**src/rtl/core/wrcp_pkg.sv**
```systemverilog
// wrcp_pkg: types, character codes and lookup functions for the wifi response parser
// no dependencies; used by every module in rtl/core
`timescale 1ns / 1ps

package wrcp_pkg;

  localparam int unsigned CRED_CAPACITY = 64;
  localparam logic [7:0]  RETRY_THRESHOLD_RST = 8'd2;

  // received characters
  localparam logic [7:0] CH_O     = 8'h4F;
  localparam logic [7:0] CH_E     = 8'h45;
  localparam logic [7:0] CH_AT    = 8'h40;
  localparam logic [7:0] CH_QMARK = 8'h3F;
  localparam logic [7:0] CH_K     = 8'h4B;
  localparam logic [7:0] CH_P     = 8'h50;
  localparam logic [7:0] CH_R     = 8'h52;
  localparam logic [7:0] CH_Q     = 8'h51;
  localparam logic [7:0] CH_COMMA = 8'h2C;
  localparam logic [7:0] CH_W     = 8'h57;
  localparam logic [7:0] CH_V     = 8'h56;
  localparam logic [7:0] CH_D     = 8'h44;
  localparam logic [7:0] CH_M     = 8'h4D;
  localparam logic [7:0] CH_C     = 8'h43;
  localparam logic [7:0] CH_G     = 8'h47;
  localparam logic [7:0] CH_A     = 8'h41;
  localparam logic [7:0] CH_I     = 8'h49;
  localparam logic [7:0] CH_F     = 8'h46;
  localparam logic [7:0] CH_T     = 8'h54;
  localparam logic [7:0] CH_L     = 8'h4C;
  localparam logic [7:0] CH_Y     = 8'h59;
  localparam logic [7:0] CH_J     = 8'h4A;
  localparam logic [7:0] CH_X     = 8'h58;

  typedef enum logic [2:0] {
    EV_NONE      = 3'd0,
    EV_OK        = 3'd1,
    EV_RECOVER   = 3'd2,
    EV_CRED_BYTE = 3'd3,
    EV_CRED_DONE = 3'd4,
    EV_SET_DONE  = 3'd5
  } event_e;

  typedef enum logic [3:0] {
    ST_IDLE  = 4'd0,
    ST_O     = 4'd1,
    ST_E     = 4'd2,
    ST_ER    = 4'd3,
    ST_ERR   = 4'd4,
    ST_ERRO  = 4'd5,
    ST_CRED1 = 4'd6,
    ST_CRED2 = 4'd7,
    ST_QM    = 4'd8,
    ST_QQ    = 4'd9,
    ST_SET   = 4'd10
  } state_e;

  typedef struct packed {
    logic [7:0] rx_byte;
    logic [7:0] send_attempts;
    logic       recovery_blocked;
  } in_t;

  typedef struct packed {
    event_e      event_res;
    logic [4:0]  setting_code;
    logic [23:0] setting_value;
    logic [1:0]  value_length;
    logic [7:0]  cred_byte;
    logic [5:0]  cred_index;
    logic [6:0]  cred_length;
    logic        cred_overflow;
    logic        wifi_ok;
  } result_t;

  typedef struct packed {
    logic       hit;
    logic [3:0] sel;
  } letter_t;

  // setting letter after ?Q -> setting index (code minus one)
  function automatic letter_t letter_lookup(logic [7:0] c);
    letter_t r;
    r.hit = 1'b1;
    r.sel = 4'd0;
    case (c)
      CH_P:    r.sel = 4'd0;
      CH_W:    r.sel = 4'd1;
      CH_V:    r.sel = 4'd2;
      CH_D:    r.sel = 4'd3;
      CH_M:    r.sel = 4'd4;
      CH_C:    r.sel = 4'd5;
      CH_G:    r.sel = 4'd6;
      CH_A:    r.sel = 4'd7;
      CH_I:    r.sel = 4'd8;
      CH_F:    r.sel = 4'd9;
      CH_R:    r.sel = 4'd10;
      CH_T:    r.sel = 4'd11;
      CH_L:    r.sel = 4'd12;
      CH_Y:    r.sel = 4'd13;
      CH_J:    r.sel = 4'd14;
      CH_X:    r.sel = 4'd15;
      default: r.hit = 1'b0;
    endcase
    return r;
  endfunction

  // number of value bytes per setting
  function automatic logic [1:0] setting_len(logic [3:0] sel);
    logic [1:0] n;
    unique case (sel)
      4'd1, 4'd2, 4'd8, 4'd9, 4'd11, 4'd12: n = 2'd3;
      4'd14, 4'd15:                         n = 2'd2;
      default:                              n = 2'd1;
    endcase
    return n;
  endfunction

endpackage

```
**src/rtl/core/wrcp_in_if.sv**
```systemverilog
// wrcp_in_if: valid/ready channel carrying one received word
// depends on wrcp_pkg for nothing but shares the field widths of in_t
`timescale 1ns / 1ps

interface wrcp_in_if;
  logic       valid;
  logic       ready;
  logic [7:0] rx_byte;
  logic [7:0] send_attempts;
  logic       recovery_blocked;

  modport source (output valid, rx_byte, send_attempts, recovery_blocked, input ready);
  modport sink   (input valid, rx_byte, send_attempts, recovery_blocked, output ready);
endinterface

```
**src/rtl/core/wrcp_out_if.sv**
```systemverilog
// wrcp_out_if: valid/ready channel carrying one parser result word
// field widths follow wrcp_pkg::result_t
`timescale 1ns / 1ps

interface wrcp_out_if;
  logic        valid;
  logic        ready;
  logic [2:0]  event_res;
  logic [4:0]  setting_code;
  logic [23:0] setting_value;
  logic [1:0]  value_length;
  logic [7:0]  cred_byte;
  logic [5:0]  cred_index;
  logic [6:0]  cred_length;
  logic        cred_overflow;
  logic        wifi_ok;

  modport source (output valid, event_res, setting_code, setting_value, value_length,
                  cred_byte, cred_index, cred_length, cred_overflow, wifi_ok,
                  input ready);
  modport sink   (input valid, event_res, setting_code, setting_value, value_length,
                  cred_byte, cred_index, cred_length, cred_overflow, wifi_ok,
                  output ready);
endinterface

```
**src/rtl/core/wrcp_core.sv**
```systemverilog
// wrcp_core: input register, parser state and the single-pass step logic
// depends on wrcp_pkg
`timescale 1ns / 1ps

module wrcp_core #(
  parameter int unsigned CredCapacity = wrcp_pkg::CRED_CAPACITY
) (
  input  logic              clk_i,
  input  logic              rst_ni,
  input  logic              in_valid_i,
  output logic              in_ready_o,
  input  wrcp_pkg::in_t     in_data_i,
  input  logic [7:0]        thr_i,
  output logic              res_valid_o,
  input  logic              res_ready_i,
  output wrcp_pkg::result_t res_o
);

  localparam int unsigned CntW = $clog2(CredCapacity + 1);
  localparam logic [CntW-1:0] CapFull = CntW'(CredCapacity);

  logic                in_valid_q;
  wrcp_pkg::in_t       in_data_q;
  wrcp_pkg::state_e    state_q, state_d;
  logic [CntW-1:0]     cnt_q, cnt_d;
  logic [23:0]         acc_q, acc_d;
  logic                rdy_q, rdy_d;
  logic                ovf_q, ovf_d;
  logic [3:0]          sel_q, sel_d;

  logic                fire;
  logic [7:0]          b;
  logic                cap_full;
  logic                rec_hit;
  logic [23:0]         acc_new;
  logic [1:0]          need;
  logic [CntW-1:0]     cnt_inc;
  logic                set_done;
  wrcp_pkg::letter_t   letter;

  assign fire        = in_valid_q && res_ready_i;
  assign in_ready_o  = !in_valid_q || res_ready_i;
  assign res_valid_o = in_valid_q;

  assign b        = in_data_q.rx_byte;
  assign cap_full = cnt_q >= CapFull;
  assign rec_hit  = (b == wrcp_pkg::CH_R) && (in_data_q.send_attempts > thr_i)
                    && !in_data_q.recovery_blocked;
  assign acc_new  = {acc_q[15:0], b};
  assign need     = wrcp_pkg::setting_len(sel_q);
  assign cnt_inc  = cnt_q + CntW'(1);
  assign set_done = cnt_inc >= CntW'(need);
  assign letter   = wrcp_pkg::letter_lookup(b);

  // next state
  always_comb begin
    state_d = state_q;
    cnt_d   = cnt_q;
    acc_d   = acc_q;
    rdy_d   = rdy_q;
    ovf_d   = ovf_q;
    sel_d   = sel_q;
    unique case (state_q)
      wrcp_pkg::ST_IDLE: begin
        if (b == wrcp_pkg::CH_O || b == wrcp_pkg::CH_AT) state_d = wrcp_pkg::ST_O;
        else if (b == wrcp_pkg::CH_E)                    state_d = wrcp_pkg::ST_E;
        else if (b == wrcp_pkg::CH_QMARK)                state_d = wrcp_pkg::ST_QM;
      end
      wrcp_pkg::ST_O: begin
        state_d = wrcp_pkg::ST_IDLE;
        if (b == wrcp_pkg::CH_K) begin
          rdy_d = 1'b1;
        end else if (b == wrcp_pkg::CH_P) begin
          state_d = wrcp_pkg::ST_CRED1;
          cnt_d   = '0;
          ovf_d   = 1'b0;
        end
      end
      wrcp_pkg::ST_E:
        state_d = (b == wrcp_pkg::CH_R) ? wrcp_pkg::ST_ER : wrcp_pkg::ST_IDLE;
      wrcp_pkg::ST_ER:
        state_d = (b == wrcp_pkg::CH_R) ? wrcp_pkg::ST_ERR : wrcp_pkg::ST_IDLE;
      wrcp_pkg::ST_ERR:
        state_d = (b == wrcp_pkg::CH_O) ? wrcp_pkg::ST_ERRO : wrcp_pkg::ST_IDLE;
      wrcp_pkg::ST_ERRO: begin
        state_d = wrcp_pkg::ST_IDLE;
        if (rec_hit) rdy_d = 1'b0;
      end
      wrcp_pkg::ST_CRED1: begin
        if (cap_full) ovf_d = 1'b1;
        else          cnt_d = cnt_inc;
        // first comma advances even when dropped
        if (b == wrcp_pkg::CH_COMMA) state_d = wrcp_pkg::ST_CRED2;
      end
      wrcp_pkg::ST_CRED2: begin
        if (b == wrcp_pkg::CH_COMMA) begin
          cnt_d   = '0;
          state_d = wrcp_pkg::ST_IDLE;
        end else if (cap_full) begin
          ovf_d = 1'b1;
        end else begin
          cnt_d = cnt_inc;
        end
      end
      wrcp_pkg::ST_QM:
        state_d = (b == wrcp_pkg::CH_Q) ? wrcp_pkg::ST_QQ : wrcp_pkg::ST_IDLE;
      wrcp_pkg::ST_QQ: begin
        state_d = letter.hit ? wrcp_pkg::ST_SET : wrcp_pkg::ST_IDLE;
        sel_d   = letter.sel;
        cnt_d   = '0;
        acc_d   = '0;
      end
      wrcp_pkg::ST_SET: begin
        if (set_done) begin
          cnt_d   = '0;
          acc_d   = '0;
          state_d = wrcp_pkg::ST_IDLE;
        end else begin
          cnt_d = cnt_inc;
          acc_d = acc_new;
        end
      end
      default: state_d = wrcp_pkg::ST_IDLE;
    endcase
  end

  // result word
  always_comb begin
    res_o           = '0;
    res_o.event_res = wrcp_pkg::EV_NONE;
    unique case (state_q)
      wrcp_pkg::ST_O:
        if (b == wrcp_pkg::CH_K) res_o.event_res = wrcp_pkg::EV_OK;
      wrcp_pkg::ST_ERRO:
        if (rec_hit) res_o.event_res = wrcp_pkg::EV_RECOVER;
      wrcp_pkg::ST_CRED1: begin
        if (!cap_full) begin
          res_o.event_res  = wrcp_pkg::EV_CRED_BYTE;
          res_o.cred_byte  = b;
          res_o.cred_index = 6'(cnt_q);
        end
      end
      wrcp_pkg::ST_CRED2: begin
        if (b == wrcp_pkg::CH_COMMA) begin
          res_o.event_res   = wrcp_pkg::EV_CRED_DONE;
          res_o.cred_length = 7'(cnt_q);
        end else if (!cap_full) begin
          res_o.event_res  = wrcp_pkg::EV_CRED_BYTE;
          res_o.cred_byte  = b;
          res_o.cred_index = 6'(cnt_q);
        end
      end
      wrcp_pkg::ST_SET: begin
        if (set_done) begin
          res_o.event_res     = wrcp_pkg::EV_SET_DONE;
          res_o.setting_code  = 5'(sel_q) + 5'd1;
          res_o.setting_value = acc_new;
          res_o.value_length  = need;
        end
      end
      default: res_o.event_res = wrcp_pkg::EV_NONE;
    endcase
    res_o.cred_overflow = ovf_d;
    res_o.wifi_ok       = rdy_d;
  end

  always_ff @(posedge clk_i or negedge rst_ni) begin
    if (!rst_ni) begin
      in_valid_q <= 1'b0;
      state_q    <= wrcp_pkg::ST_IDLE;
      cnt_q      <= '0;
      acc_q      <= '0;
      rdy_q      <= 1'b0;
      ovf_q      <= 1'b0;
      sel_q      <= '0;
    end else begin
      if (in_ready_o) in_valid_q <= in_valid_i;
      if (fire) begin
        state_q <= state_d;
        cnt_q   <= cnt_d;
        acc_q   <= acc_d;
        rdy_q   <= rdy_d;
        ovf_q   <= ovf_d;
        sel_q   <= sel_d;
      end
    end
  end

  always_ff @(posedge clk_i) begin
    if (in_ready_o && in_valid_i) in_data_q <= in_data_i;
  end

endmodule

```
**src/rtl/core/wrcp_out_buf.sv**
```systemverilog
// wrcp_out_buf: result register with a skid entry so upstream ready is registered
// depends on wrcp_pkg
`timescale 1ns / 1ps

module wrcp_out_buf (
  input  logic              clk_i,
  input  logic              rst_ni,
  input  logic              push_valid_i,
  output logic              push_ready_o,
  input  wrcp_pkg::result_t push_data_i,
  output logic              pop_valid_o,
  input  logic              pop_ready_i,
  output wrcp_pkg::result_t pop_data_o
);

  logic              out_valid_q;
  logic              skid_valid_q;
  wrcp_pkg::result_t out_data_q;
  wrcp_pkg::result_t skid_data_q;
  logic              push;
  logic              advance;

  assign push_ready_o = !skid_valid_q;
  assign push         = push_valid_i && push_ready_o;
  assign advance      = pop_ready_i || !out_valid_q;
  assign pop_valid_o  = out_valid_q;
  assign pop_data_o   = out_data_q;

  always_ff @(posedge clk_i or negedge rst_ni) begin
    if (!rst_ni) begin
      out_valid_q  <= 1'b0;
      skid_valid_q <= 1'b0;
    end else if (advance) begin
      out_valid_q  <= skid_valid_q || push;
      skid_valid_q <= 1'b0;
    end else if (push) begin
      skid_valid_q <= 1'b1;
    end
  end

  always_ff @(posedge clk_i) begin
    if (advance) begin
      out_data_q <= skid_valid_q ? skid_data_q : push_data_i;
    end else if (push) begin
      skid_data_q <= push_data_i;
    end
  end

endmodule

```
**src/rtl/core/wifi_response_command_parser_unit.sv**
```systemverilog
// a word accepted sits in the input register, and its result is loaded into the
// result register, where the sink can take it; throughput: one word per cycle
// while the sink keeps taking results and the output buffer does not fill
// reset: parser idle, counters, ready and overflow flags cleared, retry
// threshold set to 2; a two-entry output buffer keeps input ready registered
`timescale 1ns / 1ps

module wifi_response_command_parser_unit #(
  parameter int unsigned CredCapacity = wrcp_pkg::CRED_CAPACITY
) (
  input  logic       clk_i,
  input  logic       rst_ni,
  wrcp_in_if.sink    rx_i,
  wrcp_out_if.source res_o,
  input  logic       cfg_we_i,
  input  logic [7:0] cfg_wdata_i
);

  logic [7:0]        thr_q;
  wrcp_pkg::in_t     in_data;
  logic              core_valid;
  logic              core_ready;
  wrcp_pkg::result_t core_res;
  wrcp_pkg::result_t buf_res;

  always_ff @(posedge clk_i or negedge rst_ni) begin
    if (!rst_ni) begin
      thr_q <= wrcp_pkg::RETRY_THRESHOLD_RST;
    end else if (cfg_we_i) begin
      thr_q <= cfg_wdata_i;
    end
  end

  assign in_data.rx_byte          = rx_i.rx_byte;
  assign in_data.send_attempts    = rx_i.send_attempts;
  assign in_data.recovery_blocked = rx_i.recovery_blocked;

  wrcp_core #(
    .CredCapacity(CredCapacity)
  ) u_core (
    .clk_i       (clk_i),
    .rst_ni      (rst_ni),
    .in_valid_i  (rx_i.valid),
    .in_ready_o  (rx_i.ready),
    .in_data_i   (in_data),
    .thr_i       (thr_q),
    .res_valid_o (core_valid),
    .res_ready_i (core_ready),
    .res_o       (core_res)
  );

  wrcp_out_buf u_out_buf (
    .clk_i        (clk_i),
    .rst_ni       (rst_ni),
    .push_valid_i (core_valid),
    .push_ready_o (core_ready),
    .push_data_i  (core_res),
    .pop_valid_o  (res_o.valid),
    .pop_ready_i  (res_o.ready),
    .pop_data_o   (buf_res)
  );

  assign res_o.event_res     = buf_res.event_res;
  assign res_o.setting_code  = buf_res.setting_code;
  assign res_o.setting_value = buf_res.setting_value;
  assign res_o.value_length  = buf_res.value_length;
  assign res_o.cred_byte     = buf_res.cred_byte;
  assign res_o.cred_index    = buf_res.cred_index;
  assign res_o.cred_length   = buf_res.cred_length;
  assign res_o.cred_overflow = buf_res.cred_overflow;
  assign res_o.wifi_ok       = buf_res.wifi_ok;

  // a stored credential byte means no byte of this stream was dropped yet
  a_cred_no_ovf: assert property (@(posedge clk_i) disable iff (!rst_ni)
    res_o.valid && res_o.event_res == wrcp_pkg::EV_CRED_BYTE |-> !res_o.cred_overflow)
    else $error("credential byte stored after overflow");

  a_ok_flag: assert property (@(posedge clk_i) disable iff (!rst_ni)
    res_o.valid && res_o.event_res == wrcp_pkg::EV_OK |-> res_o.wifi_ok)
    else $error("ok word without ready flag");

  a_recover_flag: assert property (@(posedge clk_i) disable iff (!rst_ni)
    res_o.valid && res_o.event_res == wrcp_pkg::EV_RECOVER |-> !res_o.wifi_ok)
    else $error("recovery word with ready flag still set");

  a_setting_word: assert property (@(posedge clk_i) disable iff (!rst_ni)
    res_o.valid && res_o.event_res == wrcp_pkg::EV_SET_DONE
    |-> res_o.setting_code != 5'd0 && res_o.value_length != 2'd0)
    else $error("setting word without code or length");

endmodule
```
**src/flat_wrapper.sv**
```systemverilog
// flat-port wrapper written by rule: the top's interface ports become plain ports
module wifi_response_command_parser_unit_flat 
#(
  parameter int unsigned CredCapacity = wrcp_pkg::CRED_CAPACITY
)
  (clk_i, rst_ni, cfg_we_i, cfg_wdata_i, rx_i_valid, rx_i_rx_byte, rx_i_send_attempts, rx_i_recovery_blocked, rx_i_ready, res_o_valid, res_o_event_res, res_o_setting_code, res_o_setting_value, res_o_value_length, res_o_cred_byte, res_o_cred_index, res_o_cred_length, res_o_cred_overflow, res_o_wifi_ok, res_o_ready);
  wrcp_in_if rx_i_i ();
  wrcp_out_if res_o_i ();
  input  logic clk_i;
  input  logic rst_ni;
  input  logic cfg_we_i;
  input  logic [7:0] cfg_wdata_i;
  input wire logic [$bits(rx_i_i.valid)-1:0] rx_i_valid;
  input wire logic [$bits(rx_i_i.rx_byte)-1:0] rx_i_rx_byte;
  input wire logic [$bits(rx_i_i.send_attempts)-1:0] rx_i_send_attempts;
  input wire logic [$bits(rx_i_i.recovery_blocked)-1:0] rx_i_recovery_blocked;
  output wire logic [$bits(rx_i_i.ready)-1:0] rx_i_ready;
  output wire logic [$bits(res_o_i.valid)-1:0] res_o_valid;
  output wire logic [$bits(res_o_i.event_res)-1:0] res_o_event_res;
  output wire logic [$bits(res_o_i.setting_code)-1:0] res_o_setting_code;
  output wire logic [$bits(res_o_i.setting_value)-1:0] res_o_setting_value;
  output wire logic [$bits(res_o_i.value_length)-1:0] res_o_value_length;
  output wire logic [$bits(res_o_i.cred_byte)-1:0] res_o_cred_byte;
  output wire logic [$bits(res_o_i.cred_index)-1:0] res_o_cred_index;
  output wire logic [$bits(res_o_i.cred_length)-1:0] res_o_cred_length;
  output wire logic [$bits(res_o_i.cred_overflow)-1:0] res_o_cred_overflow;
  output wire logic [$bits(res_o_i.wifi_ok)-1:0] res_o_wifi_ok;
  input wire logic [$bits(res_o_i.ready)-1:0] res_o_ready;
  assign rx_i_i.valid = rx_i_valid;
  assign rx_i_i.rx_byte = rx_i_rx_byte;
  assign rx_i_i.send_attempts = rx_i_send_attempts;
  assign rx_i_i.recovery_blocked = rx_i_recovery_blocked;
  assign rx_i_ready = rx_i_i.ready;
  assign res_o_valid = res_o_i.valid;
  assign res_o_event_res = res_o_i.event_res;
  assign res_o_setting_code = res_o_i.setting_code;
  assign res_o_setting_value = res_o_i.setting_value;
  assign res_o_value_length = res_o_i.value_length;
  assign res_o_cred_byte = res_o_i.cred_byte;
  assign res_o_cred_index = res_o_i.cred_index;
  assign res_o_cred_length = res_o_i.cred_length;
  assign res_o_cred_overflow = res_o_i.cred_overflow;
  assign res_o_wifi_ok = res_o_i.wifi_ok;
  assign res_o_i.ready = res_o_ready;
  wifi_response_command_parser_unit #(.CredCapacity(CredCapacity)) u_core (.clk_i(clk_i), .rst_ni(rst_ni), .rx_i(rx_i_i), .res_o(res_o_i), .cfg_we_i(cfg_we_i), .cfg_wdata_i(cfg_wdata_i));
endmodule
```
**config.mk**
```make
export PLATFORM = sky130hd
export DESIGN_NAME = wifi_response_command_parser_unit_flat
export DESIGN_NICKNAME = d
export VERILOG_FILES = /design/src/rtl/core/wrcp_pkg.sv /design/src/rtl/core/wrcp_in_if.sv /design/src/rtl/core/wrcp_out_if.sv /design/src/rtl/core/wrcp_core.sv /design/src/rtl/core/wrcp_out_buf.sv /design/src/rtl/core/wifi_response_command_parser_unit.sv /design/src/flat_wrapper.sv
export SDC_FILE = /design/constraint.sdc
export NUM_CORES = 1
export LEC_CHECK = 0
export BUFFER_PORTS_ARGS = -buffer_cell sky130_fd_sc_hd__buf_2
export CORE_AREA = 2 2 135 124
export DETAILED_ROUTE_END_ITERATION = 6
export DIE_AREA = 0 0 137 126
export GPL_TIMING_DRIVEN = 0
export PLACE_DENSITY = 0.7
export SLEW_MARGIN = 20
export SYNTH_ARGS = -nofsm -noshare
export SYNTH_HDL_FRONTEND = slang
export SYNTH_SLANG_ARGS = --single-unit
export TNS_END_PERCENT = 1
```
**constraint.sdc**
```tcl
create_clock -name clk_i -period 13 [get_ports clk_i]
set_input_delay 0.65 -clock clk_i [delete_from_list [all_inputs] [get_ports clk_i]]
set_output_delay 0.65 -clock clk_i [all_outputs]
set_load 0.01 [all_outputs]
```
# Word level (Yosys, flattened, before mapping)
# Memories as Yosys holds them, arrays and structs flattened.
# Index checks and enable logic that the tools add are counted.
[word_totals]
wordCells = 146
input_bits = 30
mem_bits_ro = 32
register_bits = 175
mem_count = 1
[classes]
order_cmp = 3
eq_ne = 39
add_sub_neg = 2
mux = 47
bitwise_logic = 1
reduce_logical = 22
[memory_table]
columns = ["name", "depth", "width", "rd", "rd_ports_with_merged_regs", "write_ports", "line", "rtl"]
rows = [
  ["(name not given)", 16, 2, 1, 0, 0, "wrcp_pkg.sv:111", "unique case (sel)"],
]
[ops]
columns = ["op", "count"]
rows = [
  ["$eq 8x7->1 const B", 21],
  ["$pmux 4 s15", 1],
  ["$mux 57", 1],
  ["$mux 7", 7],
  ["$pmux 4 s10", 1],
  ["$pmux 7 s5", 1],
  ["$mux 34", 1],
  ["$mux 4", 8],
  ["$pmux 16 s2", 1],
  ["$mux 31", 1],
  ["$mux 14", 2],
  ["$pmux 14 s2", 1],
  ["$eq 4x3->1 const B", 4],
  ["$eq 8x6->1 const B", 2],
  ["$mux 16", 1],
  ["$reduce_or 16->1", 1],
  ["$mux 3", 5],
  ["$pmux 3 s5", 1],
  ["$eq 4x4->1 const B", 3],
  ["$mux 1", 10],
  ["$ne 2x2->1 const B", 5],
  ["$eq 4x2->1 const B", 2],
  ["$gt 8x8->1", 1],
  ["$add 7x1->7 const B", 1],
  ["other kinds (18)", 32],
]

# Logic depth before layout (Yosys ltp)
[logic_depth]
depth_word = 6
mapped_depth = 13
mapped_depth_nobuf = 11

# Cells and area by module
# Synthesis repeated with hierarchy kept, for this count alone.
[unflattened]
hier_cells = 605
area_unflattened_um2 = 8331.7
[by_module_without_submodules]
columns = ["mod", "area_each_um2", "seq_area_each_um2", "cells_each", "n_inst"]
rows = [
  ["wrcp_out_buf", 4484.3, 3473.3, 186, 1],
  ["wrcp_core", 3514.6, 1361.3, 402, 1],
  ["wifi_response_command_parser_unit", 332.8, 201.4, 17, 1],
]

# Worst setup path before layout
# No wires, ideal clock.
[synth_timing]
kind = "input -> register"
start = "input port res_o_ready"
end = "register u_core.u_out_buf.skid_data_q[0] (netlist bit) (enable)"
setup_ns = 0.472
path_slack_ns = 7.909
cell_stages = 2
arrival_ns = 4.619
path_cell_list = "nand2b_1 -> nor2_1"
[synth_between]
elab_chain_cells = 3
[synth_rtl]
columns = ["item", "line", "rtl"]
rows = [
  ["start, declared", "flat_wrapper.sv:28", "input wire logic [$bits(res_o_i.ready)-1:0] res_o_ready;"],
  ["$logic_or 1x1->1", "wrcp_out_buf.sv:25", "assign advance = pop_ready_i || !out_valid_q;"],
  ["$not 1->1 (no source line)", "--", ""],
  ["$reduce_and 2->1 (no source line)", "--", ""],
  ["end signal, assigned", "wrcp_out_buf.sv:45", "skid_data_q <= push_data_i;"],
  ["end, declared", "wrcp_out_buf.sv:19", "wrcp_pkg::result_t skid_data_q;"],
]
# No other way between the ends.
# A chain may end at the register's enable or synchronous reset.

==> flow_metrics.tcl <==
set metrics [dict create \
    setup_violations 0 \
    fin_cells 942 \
    power_switching_share_pct 24.10 \
    clkPwrFrac_pct 39.8 \
    p_switching_w 0.0003105 \
    critPathArrivalTime_ns 3.55 \
    clkLatencyLatePin_ns 0.43 \
    grt_pass1_vias 4993 \
    final_common_cell "edfxtp_1" \
    rrSetupSlack_ns 9.63 \
    via_count 5069 \
    area_delta_synth_final_pct 17.46 \
    antenna_found_initial 0 \
    synthFlopType "edfxtp_1" \
    synth_cell_type_count 58 \
    status "complete, no violations" \
    hp-class "in2async" \
    die_w_microns 137 \
    crit_path_end "u_core.u_out_buf.pop_data_o[38]" \
    layout-drive-gt1-share_pct 26.26 \
    cts-buffers-inserted 17 \
    seq_power_share_pct 50.6 \
    ir_drop_mv 0.08980 \
    grt-ovfl-total 0 \
    start_util_pct 49.44 \
    ys_async_sr_fraction_pct 25.14 \
    globalplace.congestion 0.8839 \
    drt-initial-drc-count 304 \
    worst_clock_skew_ns 0.01149 \
    cts_hold_buffers 0 \
    relSlewSlack_pct 44.47 \
    p_leak_nw 3.769 \
    maxSlewViolCount 0 \
    pwr-share-comb_pct 9.6 \
    rsz0062_at_grt "no" \
    portBuffers 88 \
    grt.total_usage_pct 19.25 \
    syn_inst 613 \
    dp_hpwl_microns 10950 \
    ys_ff_latch 175 \
    synth.yosys.seq_area_share_pct 64.25 \
    synth_edf_count 131 \
    rows 44 \
    final_nets 769 \
    cts_num_sinks 175 \
    startpoint "u_core.u_core.sel_q[0]" \
    intPower_w 0.0009781 \
    finalHoldViolations 0 \
    fin_tns_setup_ns 0 \
    rr_worst_depth 11 \
    fin_crit_sh_pct 25.94 \
    worst_pin_slew_ns 0.8243 \
    routed_wl_microns 15880 \
    critPathMaxFanout 10 \
    ios 89 \
    drc 0 \
    syn_area_sq_um 7839 \
    wl_per_cell_microns 16.86 \
    grt_pass1_wl_microns 25440 \
    dp_cells 910 \
    cts_root_buffer "clkbuf_16" \
    final_cell_mix "131 x edfxtp_1, 91 x buf_2, 67 x nand2_1, 52 x mux2_2, 43 x dfrtp_1" \
    r2r_start "u_core.u_core.sel_q[0]" \
    syn_avg_cell_area_sq_um 12.79 \
    r2r_end "u_core.u_out_buf.pop_data_o[38]" \
    post-route-util_pct 58.07 \
    viasPerCell 5.381 \
    period_minus_slack_ns 3.372 \
    cts_resized 0 \
    coreArea_sq_um 15860 \
    die_h_microns 126 \
    crit_path_end_kind "flop" \
    drv_cap 0 \
    cts_tree "done" \
    cts_setup_buffers 0 \
    cts.path.max_buffers 2 \
    holdWs_ns 0.2298 \
    worstSetupStartpointType "flop" \
    yosysWarnings 0 \
    clk_pin_slew_ns 0.07 \
    max_freq_ghz 0.2965 \
    crit_required_ns 13.18 \
    power_density_nw_per_um2 139.9 \
    worst-setup-path-type "reg2reg" \
    dieArea_sq_um 17260 \
    dr.pass1.iters 5 \
    grt_max_degree 61 \
    cts_max_level 4 \
    n_antenna_cell 0 \
    drtAntennaViolNets 0 \
    synth_nets 660 \
]
-- logic make-up (layout without fill, tap and decap cells) --
family | count (synthesis) | count (layout) | synth area share, %
xor+xnor | 9 | 9 | 1.006
fa+ha+maj | 17 | 17 | 2.713
flops | 175 | 175 | 64.25
mux | 54 | 54 | 7.725
compound gates | 95 | 95 | 7.678
buf+inv | 51 | 173 | 2.650
simple gates | 212 | 212 | 13.98
-- flip-flops by register name, summed over array words and instances, names as in the netlist --
signal                         count
u_core.u_core.b                    8
u_core.u_core.ovf_q                1
u_core.u_core.rdy_q                1
u_core.u_out_buf.pop_valid_o       1
u_core.u_out_buf.skid_valid_q      1
u_core.thr_q                       8
u_core.u_out_buf.skid_data_q      57
u_core.u_core.cnt_q                7
u_core.u_out_buf.pop_data_o       57
u_core.u_core.state_q              4
u_core.u_core.res_valid_o          1
u_core.u_core.acc_q               16
u_core.u_core.in_data_q            9
u_core.u_core.sel_q                4
-- synth_stat cells (4+ instances only) --
master	number	area [sq um]
edfxtp_1	131	3934
nand2_1	67	251.5
mux2_2	52	585.6
dfrtp_1	43	1076
o21ai_0	41	205.2
and2_1	32	200.2
nor2_1	32	120.1
clkbuf_1	25	93.84
inv_1	18	67.56
ha_1	17	212.7
and3_1	16	100.1
nand2b_1	14	87.58
nand3_1	11	55.05
o31ai_1	11	82.58
a21oi_1	10	50.05
nor2b_1	8	50.05
xnor2_1	7	61.31
nand4_1	6	37.54
a31oi_1	5	31.28
buf_2	4	20.02
nor3_1	4	20.02
nor4_1	4	25.02
-- metal layers --
layer  global-route usage [%]  up-vias  wire length [microns]  part of all wire, %
li1                         -     2463                      -                    -
met1                    26.77     2460                   7343                   46
met2                    30.29      132                   7599                   48
met3                    4.187       14                    724                  4.6
met4                    6.186        0                    216                  1.4
met5                        0        -                      0                    0
-- worst min-delay path by stage --
stage	endpoint	slack (ns)	depth (start not counted)
floorplan	u_core.thr_q[0]	0.35	0
global placement	u_core.u_core.acc_q[11]	0.46	2
detailed placement	u_core.u_core.acc_q[10]	0.46	2
CTS	u_core.u_core.in_data_q[8]	0.38	1
global route	u_core.thr_q[5]	0.26	1
finish	u_core.thr_q[5]	0.23	1
-- power by group through the flow --
| stage | sequential, W | clock, W | combinational, W |
|---|---|---|---|
| global placement | 0.000665 | 0 | 0.000117 |
| CTS | 0.000653 | 0.000521 | 0.000124 |
| global route | 0.000656 | 0.000543 | 0.000136 |
| finish | 0.000653 | 0.000512 | 0.000124 |
| floorplan | 0.000672 | 0 | 0.0000669 |
| detailed placement | 0.000664 | 0 | 0.000123 |
-- critical path, cell delays in order, from the launching register on --
cell and delay (ns):
dfrtp_1 0.44, inv_1 0.09, ha_1 0.33, nor3_1 0.06
a21oi_1 0.35, ha_1 0.32, a2111o_1 0.37, a21oi_2 0.15
a21oi_1 0.22, clkbuf_1 0.28, and2_1 0.24, mux2_2 0.26
-- area by class of cell --
type | instances | area, sq um
fillers | 1294 | 6648
flip-flops and latches | 175 | 5036
multi-input cells | 387 | 2616
repair buffers | 90 | 490.5
clock buffers | 17 | 425.4
well taps | 207 | 259.0
clock inverters | 15 | 172.7
plain buffers | 32 | 136.4
inverters | 19 | 71.32
-- per-stage QoR --
step / setup WS [ns] / instance area (sq um) / total power (W)
floorplan: 7.909 / 7839 / 0.0007393
global placement: 6.351 / 8538 / 0.0007822
detailed placement: 9.658 / 8601 / 0.0007875
CTS: 9.624 / 9199 / 0.001298
global route: 9.367 / 9208 / 0.001334
finish: 9.628 / 9208 / 0.001289
(Power assumes the default switching activity.)
